### src/hdl/lrd_pkg.sv
// Shared types, codes and the CRC-32 byte update for the log record deframer.
`default_nettype none

package lrd_pkg;

    localparam int OUTER_HEADER = 8;
    localparam int BODY_HEADER  = 18;
    localparam int M_TDATA_W    = 128;

    localparam logic [1:0] KIND_KEY    = 2'd0;
    localparam logic [1:0] KIND_VALUE  = 2'd1;
    localparam logic [1:0] KIND_STATUS = 2'd2;

    localparam logic [1:0] ST_OK        = 2'd0;
    localparam logic [1:0] ST_TRUNCATED = 2'd1;
    localparam logic [1:0] ST_CRC_FAIL  = 2'd2;
    localparam logic [1:0] ST_LEN_ERROR = 2'd3;

    localparam logic [31:0] CRC_POLY = 32'hEDB88320;
    localparam logic [31:0] CRC_INIT = 32'hFFFFFFFF;

    typedef struct packed {
        logic       valid;
        logic       eol;
        logic [7:0] data;
    } in_item_t;

    typedef struct packed {
        logic [1:0]  kind;
        logic [7:0]  payload;
        logic [1:0]  status;
        logic [7:0]  rec_op;
        logic [63:0] seq;
        logic [7:0]  tomb;
        logic [15:0] key_len;
        logic [15:0] val_len;
        logic        done;
    } result_t;

    function automatic logic [31:0] crc_byte(input logic [31:0] crc_in, input logic [7:0] b);
        logic [31:0] c;
        c = crc_in ^ {24'd0, b};
        for (int k = 0; k < 8; k++) begin
            c = c[0] ? ((c >> 1) ^ CRC_POLY) : (c >> 1);
        end
        return c;
    endfunction

endpackage

`default_nettype wire

### src/hdl/lrd_in_reg.sv
// Input register that holds one stream item until the parser takes it.
`default_nettype none

module lrd_in_reg (
    input  wire logic             aclk,
    input  wire logic             aresetn,
    input  wire logic             s_tvalid,
    output logic                  s_tready,
    input  wire logic             s_eol,
    input  wire logic [7:0]       s_byte,
    input  wire logic             take,
    output lrd_pkg::in_item_t     item
);

    logic       valid_reg, valid_next;
    logic       eol_reg;
    logic [7:0] data_reg;

    assign s_tready = !valid_reg || take;

    always_comb begin
        valid_next = valid_reg;
        if (s_tvalid && s_tready) begin
            valid_next = 1'b1;
        end else if (take) begin
            valid_next = 1'b0;
        end
    end

    always_ff @(posedge aclk) begin
        if (!aresetn) begin
            valid_reg <= 1'b0;
        end else begin
            valid_reg <= valid_next;
        end
    end

    always_ff @(posedge aclk) begin
        if (s_tvalid && s_tready) begin
            eol_reg  <= s_eol;
            data_reg <= s_byte;
        end
    end

    assign item.valid = valid_reg;
    assign item.eol   = eol_reg;
    assign item.data  = data_reg;

endmodule

`default_nettype wire

### src/hdl/lrd_parser.sv
// Record parser: header capture, CRC check, payload selection and status generation.
`default_nettype none

module lrd_parser #(
    parameter int MAX_RECORD_LEN = 65536
) (
    input  wire logic              aclk,
    input  wire logic              aresetn,
    input  wire logic              fire,
    input  wire lrd_pkg::in_item_t item,
    output logic                   res_valid,
    output lrd_pkg::result_t       res
);

    localparam int POS_W = $clog2(MAX_RECORD_LEN + lrd_pkg::OUTER_HEADER + 1);

    logic [POS_W-1:0] pos_reg, pos_next;
    logic [31:0]      len_reg, len_next;
    logic [31:0]      exp_crc_reg, exp_crc_next;
    logic [31:0]      crc_reg, crc_next;
    logic [7:0]       op_reg, op_next;
    logic [63:0]      seq_reg, seq_next;
    logic [7:0]       tomb_reg, tomb_next;
    logic [31:0]      klen_reg, klen_next;
    logic [23:0]      vlen_reg, vlen_next;
    logic [32:0]      kv_end_reg, kv_end_next;
    logic             bad_sizes_reg, bad_sizes_next;
    logic             halted_reg, halted_next;

    logic [POS_W-1:0] body;
    logic [POS_W-1:0] j;
    logic [31:0]      full_len;
    logic [32:0]      need;
    logic [31:0]      limit;
    logic             complete;

    assign complete = (pos_reg >= POS_W'(4)) &&
                      (pos_reg == len_reg[POS_W-1:0] + POS_W'(lrd_pkg::OUTER_HEADER));

    always_comb begin
        pos_next       = pos_reg;
        len_next       = len_reg;
        exp_crc_next   = exp_crc_reg;
        crc_next       = crc_reg;
        op_next        = op_reg;
        seq_next       = seq_reg;
        tomb_next      = tomb_reg;
        klen_next      = klen_reg;
        vlen_next      = vlen_reg;
        kv_end_next    = kv_end_reg;
        bad_sizes_next = bad_sizes_reg;
        halted_next    = halted_reg;
        res_valid      = 1'b0;
        res            = '0;
        body           = '0;
        j              = '0;
        full_len       = '0;
        need           = '0;
        limit          = '0;

        if (fire && !halted_reg) begin
            // A finished record reports its status before the new item is looked at.
            if (complete) begin
                res_valid = 1'b1;
                res.kind  = lrd_pkg::KIND_STATUS;
                res.done  = 1'b1;
                if (~crc_reg != exp_crc_reg) begin
                    res.status  = lrd_pkg::ST_CRC_FAIL;
                    halted_next = 1'b1;
                end else if (bad_sizes_reg) begin
                    res.status  = lrd_pkg::ST_LEN_ERROR;
                    halted_next = 1'b1;
                end else begin
                    res.status  = lrd_pkg::ST_OK;
                    res.rec_op  = op_reg;
                    res.seq     = seq_reg;
                    res.tomb    = tomb_reg;
                    res.key_len = klen_reg[15:0];
                    res.val_len = vlen_reg[15:0];
                end
                pos_next       = '0;
                len_next       = '0;
                exp_crc_next   = '0;
                crc_next       = lrd_pkg::CRC_INIT;
                op_next        = '0;
                seq_next       = '0;
                tomb_next      = '0;
                klen_next      = '0;
                vlen_next      = '0;
                kv_end_next    = '0;
                bad_sizes_next = 1'b0;
            end

            if (!halted_next) begin
                if (item.eol) begin
                    if (pos_next != '0) begin
                        res_valid   = 1'b1;
                        res         = '0;
                        res.kind    = lrd_pkg::KIND_STATUS;
                        res.status  = lrd_pkg::ST_TRUNCATED;
                        halted_next = 1'b1;
                    end
                end else if (pos_next < POS_W'(4)) begin
                    len_next[8*pos_next[1:0] +: 8] = item.data;
                    pos_next = pos_next + POS_W'(1);
                    if (pos_next == POS_W'(4)) begin
                        full_len = {item.data, len_reg[23:0]};
                        if (full_len < 32'(lrd_pkg::BODY_HEADER) ||
                            full_len > 32'(MAX_RECORD_LEN)) begin
                            res_valid   = 1'b1;
                            res         = '0;
                            res.kind    = lrd_pkg::KIND_STATUS;
                            res.status  = lrd_pkg::ST_LEN_ERROR;
                            halted_next = 1'b1;
                        end
                    end
                end else if (pos_next < POS_W'(lrd_pkg::OUTER_HEADER)) begin
                    exp_crc_next[8*pos_next[1:0] +: 8] = item.data;
                    pos_next = pos_next + POS_W'(1);
                end else begin
                    crc_next = lrd_pkg::crc_byte(crc_next, item.data);
                    body     = pos_next - POS_W'(lrd_pkg::OUTER_HEADER);
                    pos_next = pos_next + POS_W'(1);
                    if (body == POS_W'(0)) begin
                        op_next = item.data;
                    end else if (body <= POS_W'(8)) begin
                        seq_next[8*(3'(body - POS_W'(1))) +: 8] = item.data;
                    end else if (body == POS_W'(9)) begin
                        tomb_next = item.data;
                    end else if (body <= POS_W'(13)) begin
                        klen_next[8*(2'(body - POS_W'(10))) +: 8] = item.data;
                    end else if (body <= POS_W'(16)) begin
                        vlen_next[8*(2'(body - POS_W'(14))) +: 8] = item.data;
                    end else if (body == POS_W'(17)) begin
                        need  = {1'b0, klen_next} + {1'b0, item.data, vlen_next};
                        limit = len_next - 32'(lrd_pkg::BODY_HEADER);
                        kv_end_next    = need;
                        bad_sizes_next = need > {1'b0, limit};
                    end else if (!bad_sizes_next) begin
                        j = body - POS_W'(lrd_pkg::BODY_HEADER);
                        if (33'(j) < {1'b0, klen_next}) begin
                            res_valid   = 1'b1;
                            res         = '0;
                            res.kind    = lrd_pkg::KIND_KEY;
                            res.payload = item.data;
                        end else if (33'(j) < kv_end_next) begin
                            res_valid   = 1'b1;
                            res         = '0;
                            res.kind    = lrd_pkg::KIND_VALUE;
                            res.payload = item.data;
                        end
                    end
                end
            end
        end
    end

    always_ff @(posedge aclk) begin
        if (!aresetn) begin
            pos_reg       <= '0;
            len_reg       <= '0;
            exp_crc_reg   <= '0;
            crc_reg       <= lrd_pkg::CRC_INIT;
            op_reg        <= '0;
            seq_reg       <= '0;
            tomb_reg      <= '0;
            klen_reg      <= '0;
            vlen_reg      <= '0;
            kv_end_reg    <= '0;
            bad_sizes_reg <= 1'b0;
            halted_reg    <= 1'b0;
        end else begin
            pos_reg       <= pos_next;
            len_reg       <= len_next;
            exp_crc_reg   <= exp_crc_next;
            crc_reg       <= crc_next;
            op_reg        <= op_next;
            seq_reg       <= seq_next;
            tomb_reg      <= tomb_next;
            klen_reg      <= klen_next;
            vlen_reg      <= vlen_next;
            kv_end_reg    <= kv_end_next;
            bad_sizes_reg <= bad_sizes_next;
            halted_reg    <= halted_next;
        end
    end

endmodule

`default_nettype wire

### src/hdl/lrd_out_reg.sv
// Result register that packs one result item onto the master stream.
`default_nettype none

module lrd_out_reg (
    input  wire logic                           aclk,
    input  wire logic                           aresetn,
    input  wire logic                           load,
    input  wire logic                           res_valid,
    input  wire lrd_pkg::result_t               res,
    output logic                                free,
    output logic                                m_tvalid,
    input  wire logic                           m_tready,
    output logic [lrd_pkg::M_TDATA_W-1:0]       m_tdata,
    output logic [1:0]                          m_tuser,
    output logic                                m_tlast
);

    logic             valid_reg, valid_next;
    lrd_pkg::result_t data_reg;

    assign free = !valid_reg || m_tready;

    always_comb begin
        if (load) begin
            valid_next = res_valid;
        end else begin
            valid_next = valid_reg && !m_tready;
        end
    end

    always_ff @(posedge aclk) begin
        if (!aresetn) begin
            valid_reg <= 1'b0;
        end else begin
            valid_reg <= valid_next;
        end
    end

    always_ff @(posedge aclk) begin
        if (load && res_valid) begin
            data_reg <= res;
        end
    end

    assign m_tvalid = valid_reg;
    assign m_tuser  = data_reg.kind;
    assign m_tlast  = data_reg.done;
    assign m_tdata  = {6'd0, data_reg.val_len, data_reg.key_len, data_reg.tomb,
                       data_reg.seq, data_reg.rec_op, data_reg.status, data_reg.payload};

endmodule

`default_nettype wire

### src/hdl/log_record_deframer_core.sv
// Top level of the log record deframer: input register, parser and result register.
// Items pass the input register, the combinational parser and the result register.
// A record's status is caused by the item that follows the record's last byte.
// Throughput: one item per cycle while the result register is free.
// Reset (aresetn low, synchronous) clears both registers, the record state and the halt.
// After an error status the block keeps accepting items and drops them until reset.
`default_nettype none

module log_record_deframer_core #(
    parameter int MAX_RECORD_LEN = 65536
) (
    input  wire logic                           aclk,
    input  wire logic                           aresetn,
    input  wire logic                           s_tvalid,
    output logic                                s_tready,
    input  wire logic [7:0]                     s_tdata,  // [7:0] data_byte
    input  wire logic                           s_tuser,  // [0] operation (end of log)
    output logic                                m_tvalid,
    input  wire logic                           m_tready,
    // [7:0] payload_byte, [9:8] status, [17:10] record_operation,
    // [81:18] sequence_number, [89:82] tombstone_flag, [105:90] key_length,
    // [121:106] value_length, [127:122] zero
    output logic [lrd_pkg::M_TDATA_W-1:0]       m_tdata,
    output logic [1:0]                          m_tuser,  // [1:0] item_kind
    output logic                                m_tlast   // record_done
);

    lrd_pkg::in_item_t item;
    lrd_pkg::result_t  res;
    logic              res_valid;
    logic              out_free;
    logic              advance;

    assign advance = item.valid && out_free;

    lrd_in_reg u_in (
        .aclk     (aclk),
        .aresetn  (aresetn),
        .s_tvalid (s_tvalid),
        .s_tready (s_tready),
        .s_eol    (s_tuser),
        .s_byte   (s_tdata),
        .take     (advance),
        .item     (item)
    );

    lrd_parser #(
        .MAX_RECORD_LEN (MAX_RECORD_LEN)
    ) u_parser (
        .aclk      (aclk),
        .aresetn   (aresetn),
        .fire      (advance),
        .item      (item),
        .res_valid (res_valid),
        .res       (res)
    );

    lrd_out_reg u_out (
        .aclk      (aclk),
        .aresetn   (aresetn),
        .load      (advance),
        .res_valid (res_valid),
        .res       (res),
        .free      (out_free),
        .m_tvalid  (m_tvalid),
        .m_tready  (m_tready),
        .m_tdata   (m_tdata),
        .m_tuser   (m_tuser),
        .m_tlast   (m_tlast)
    );

endmodule

`default_nettype wire

### config.mk
export PLATFORM = sky130hd
export DESIGN_NAME = log_record_deframer_core
export DESIGN_NICKNAME = d
export VERILOG_FILES = /design/src/hdl/lrd_pkg.sv /design/src/hdl/lrd_in_reg.sv /design/src/hdl/lrd_parser.sv /design/src/hdl/lrd_out_reg.sv /design/src/hdl/log_record_deframer_core.sv
export SDC_FILE = /design/constraint.sdc
export NUM_CORES = 1
export LEC_CHECK = 0
export BUFFER_PORTS_ARGS = -buffer_cell sky130_fd_sc_hd__buf_2
export CAP_MARGIN = 0
export CORE_ASPECT_RATIO = 1.25
export CORE_MARGIN = 8
export CORE_UTILIZATION = 35
export DETAILED_ROUTE_END_ITERATION = 8
export PLACE_DENSITY = 0.6
export SYNTH_ARGS = -nofsm -noshare
export SYNTH_HDL_FRONTEND = slang
export SYNTH_SLANG_ARGS = --single-unit
### constraint.sdc
create_clock -name aclk -period 12.3 [get_ports aclk]
set_input_delay 1.23 -clock aclk [delete_from_list [all_inputs] [get_ports aclk]]
set_output_delay 1.23 -clock aclk [all_outputs]
set_load 0.02 [all_outputs]
==> impl_metrics.yaml <==
timing:
  max-slew-margin-rel_pct: 13.8
  finalMaxSlewViolations: 0
  final_hold_viol_count: 0
  fraction_of_the_cycle_the_final_worst_path_needs_pct: 74.0
  fmax_mhz: 110
  worst-slew-pin-transition_ns: 1.28
  fin_skew_ns: 0.0247
  minimum_clock_period_after_layout_ns: 9.11
  grt_setup_unrepaired: "false"
  number_of_setup_violations_in_the_final_report: 0
  hold_ws_ns: 0.451
  tns_ns: 0
synthesis:
  yosys_reg_bits: 420
  ys_dominant_reg_cell: "sky130_fd_sc_hd__dfxtp_1"
  ys.warnings.count: 0
  post_synth_inst_count: 2569
  netlist-cell-type-count: 84
  post_synth_instance_area_mm2: 0.0235
  synth.yosys.seq_area_share_pct: 41.4
  synthArstFlopShare_pct: 0
  synth-edff-count: 134
  mean_cell_area_of_the_mapped_netlist_um2: 9.17
cts:
  tritoncts_num_sinks: 420
  cts_max_level: 2
  cts_hold_buf: 0
  cts_tree: "done"
  ctsRootBufferMaster: "sky130_fd_sc_hd__clkbuf_16"
  post_cts_sizing: 0
  insertion_delay_ns: 0.60
  postCtsSetupRepairBufs: 0
  cts_max_path_buffers: 3
  tritoncts.num_buffers: 42
  path_clk_slew_ns: 0.06
route:
  drt_pass1_iterations: 5
  routed_wirelength_um: 93600
  drtIter0Drc: 1720
  drc: 0
  vias: 20900
  drt.antenna.violating_nets: 0
  routed_via_density: 5.94
  routed_wire_length_per_instance_um: 26.5
setup_path:
  crit_slowest_cell: "sky130_fd_sc_hd__nor4_1"
  worst_ep_required_time_ns: 12.69
  cp-end-kind: "register"
  setup.worst_path.class: "register to register"
  worst-endpoint-arrival_ns: 9.50
  worst_path_largest_cell_delay_ns: 0.68
  worst-path-max-fanout: 73
  timing.critical_path.from_type: "register"
  worst_path_most_repeated_cell: "sky130_fd_sc_hd__buf_4"
grt:
  grt-ovfl-total: 0
  first_global_vias: 21000
  top_usage_layer: "met2"
  met3_usage_pct: 3.31
  largest_net_degree_at_the_start_of_global_routing: 91
  grtUsageMet2_pct: 41.0
  antenna_found_initial: 1
  grt_pass1_wl_um: 138000
  gr-usage-met1_pct: 27.7
  grt_usage_pct: 24.0
layout:
  antennaDiodeCount: 0
  finalNetCount: 2755
  regArea_mm2: 0.00975
  post_route_cells_drive_above_1_share_pct: 10.9
  final_core_util_pct: 39.5
  layout_common_cells: "sky130_fd_sc_hd__dfxtp_1, sky130_fd_sc_hd__nand2_1, sky130_fd_sc_hd__xnor2_1, sky130_fd_sc_hd__nor2_1, sky130_fd_sc_hd__buf_2"
  finalInstanceArea_mm2: 0.0264
  multi_input_area_mm2: 0.0129
  areaGrowthSynthToFinish_pct: 12.0
  largest_register_ffs: 122
  fill_cells: 6601
  layout_commonest_cell: "sky130_fd_sc_hd__dfxtp_1"
placed_design:
  io_buffers: 139
  detailed_place_hpwl_um: 69300
  place.gp.congestion: 0.947
  placed_cell_area_mm2: 0.0250
power_and_ir_drop:
  clock_power_share_pct: 42.7
  share_seq_of_total_power_pct: 47.8
  max-vdd-ir-drop_mv: 0.0788
  combinationalPowerShare_pct: 9.5
  total_power_mw: 3.01
  p_leak_nw: 9.75
  power_report.internal_total_mw: 2.22
  power.share.switching_pct: 26.3
  power.switching_uw: 792
  p_per_area_mw_per_mm2: 114
die:
  core.rowCount: 106
  core_mm2: 0.0667
  die_h_um: 306
  die_area_mm2: 0.0759
  initial_utilization_pct: 35.3
  io_pins: 146
  die_w_um: 248
worst_hold_path:
  hold_path.class: "register to register"
run:
  cap_viol_max_count: 0
status:
  outcome: "finished clean"
==> synthesized netlist by cell type, drive strengths merged, types with 46 or more instances <==
library cell | count | area share [%]
edfxtp | 134 | 17
a21oi | 92 | 2.0
inv | 66 | 1.1
clkbuf | 134 | 2.1
xor2 | 69 | 2.6
nor2 | 159 | 2.5
nor3b | 114 | 3.6
xnor2 | 153 | 5.7
ha | 113 | 6.0
nor3 | 61 | 1.3
nand3 | 71 | 1.5
and3 | 46 | 1.2
and2 | 57 | 1.5
dfxtp | 286 | 24
o21ai | 133 | 2.8
nand2 | 257 | 4.1
a22o | 82 | 3.0
==> critical path: cells and delay by family (launching register included) <==
kind | cells | cell delay (ns)
xor+xnor | 1 | 0.14
buf+inv | 4 | 1.29
fa+ha+maj | 2 | 0.82
compound gates | 8 | 2.18
simple gates | 13 | 3.85
flops | 1 | 0.52
==> cell families (layout without fill, tap and decap cells) <==
| logic type | count (synthesis) | after routing | synth area share, % |
|---|---|---|---|
| flops | 420 | 420 | 41.4 |
| other cells | 1 | 6 | 0.0159 |
| compound gates | 619 | 619 | 18.6 |
| xor+xnor | 225 | 225 | 8.54 |
| fa+ha+maj | 114 | 114 | 6.09 |
| simple gates | 944 | 944 | 21.0 |
| buf+inv | 246 | 334 | 4.33 |
==> power groups by stage <==
stage,clock network [mW],logic [mW],registers [mW]
after floorplan,0,0.170,1.47
after global placement,0,0.278,1.47
after detailed placement,0,0.281,1.47
after CTS,1.30,0.282,1.44
after global routing,1.35,0.302,1.44
final,1.29,0.287,1.44
==> final timing paths <==
kind	startpoint	endpoint	slack (ns)	cells after the start
max	u_parser.pos_reg[8]$_SDFFE_PN0P_	u_out.m_tdata[90]$_SDFFCE_PN0P_	3.19	28
min	u_parser.seq_reg[57]$_SDFFE_PN0P_	u_parser.seq_reg[57]$_SDFFE_PN0P_	0.45	2
max reg2reg	u_parser.pos_reg[8]$_SDFFE_PN0P_	u_out.m_tdata[90]$_SDFFCE_PN0P_	3.19	28
min reg2reg	u_parser.seq_reg[57]$_SDFFE_PN0P_	u_parser.seq_reg[57]$_SDFFE_PN0P_	0.45	2
==> routing by layer <==
metal / wire length, um / vias up / part of all wire, %
met3: 6090 / 287 / 6.5
met1: 35200 / 10300 / 38
met2: 45100 / 862 / 48
met5: 8 / - / 0.0085
li1: - / 9501 / -
met4: 7180 / 2 / 7.7
==> through the flow <==
step                cells  worst slack [ns]
floorplan            2574              3.62
global placement     3448              3.43
detailed placement   3448              3.28
CTS                  3526              3.27
global route         3526              2.39
finish               3526              3.19
==> area by class of cell <==
cell class / instances / area share (%)
flip-flops and latches: 420 / 37.0
well taps: 864 / 4.10
multi-input cells: 1908 / 48.8
clock buffers: 65 / 4.58
repair buffers: 189 / 4.11
inverters: 67 / 0.954
clock inverters: 13 / 0.517
Power figures use the tool's default switching activity.
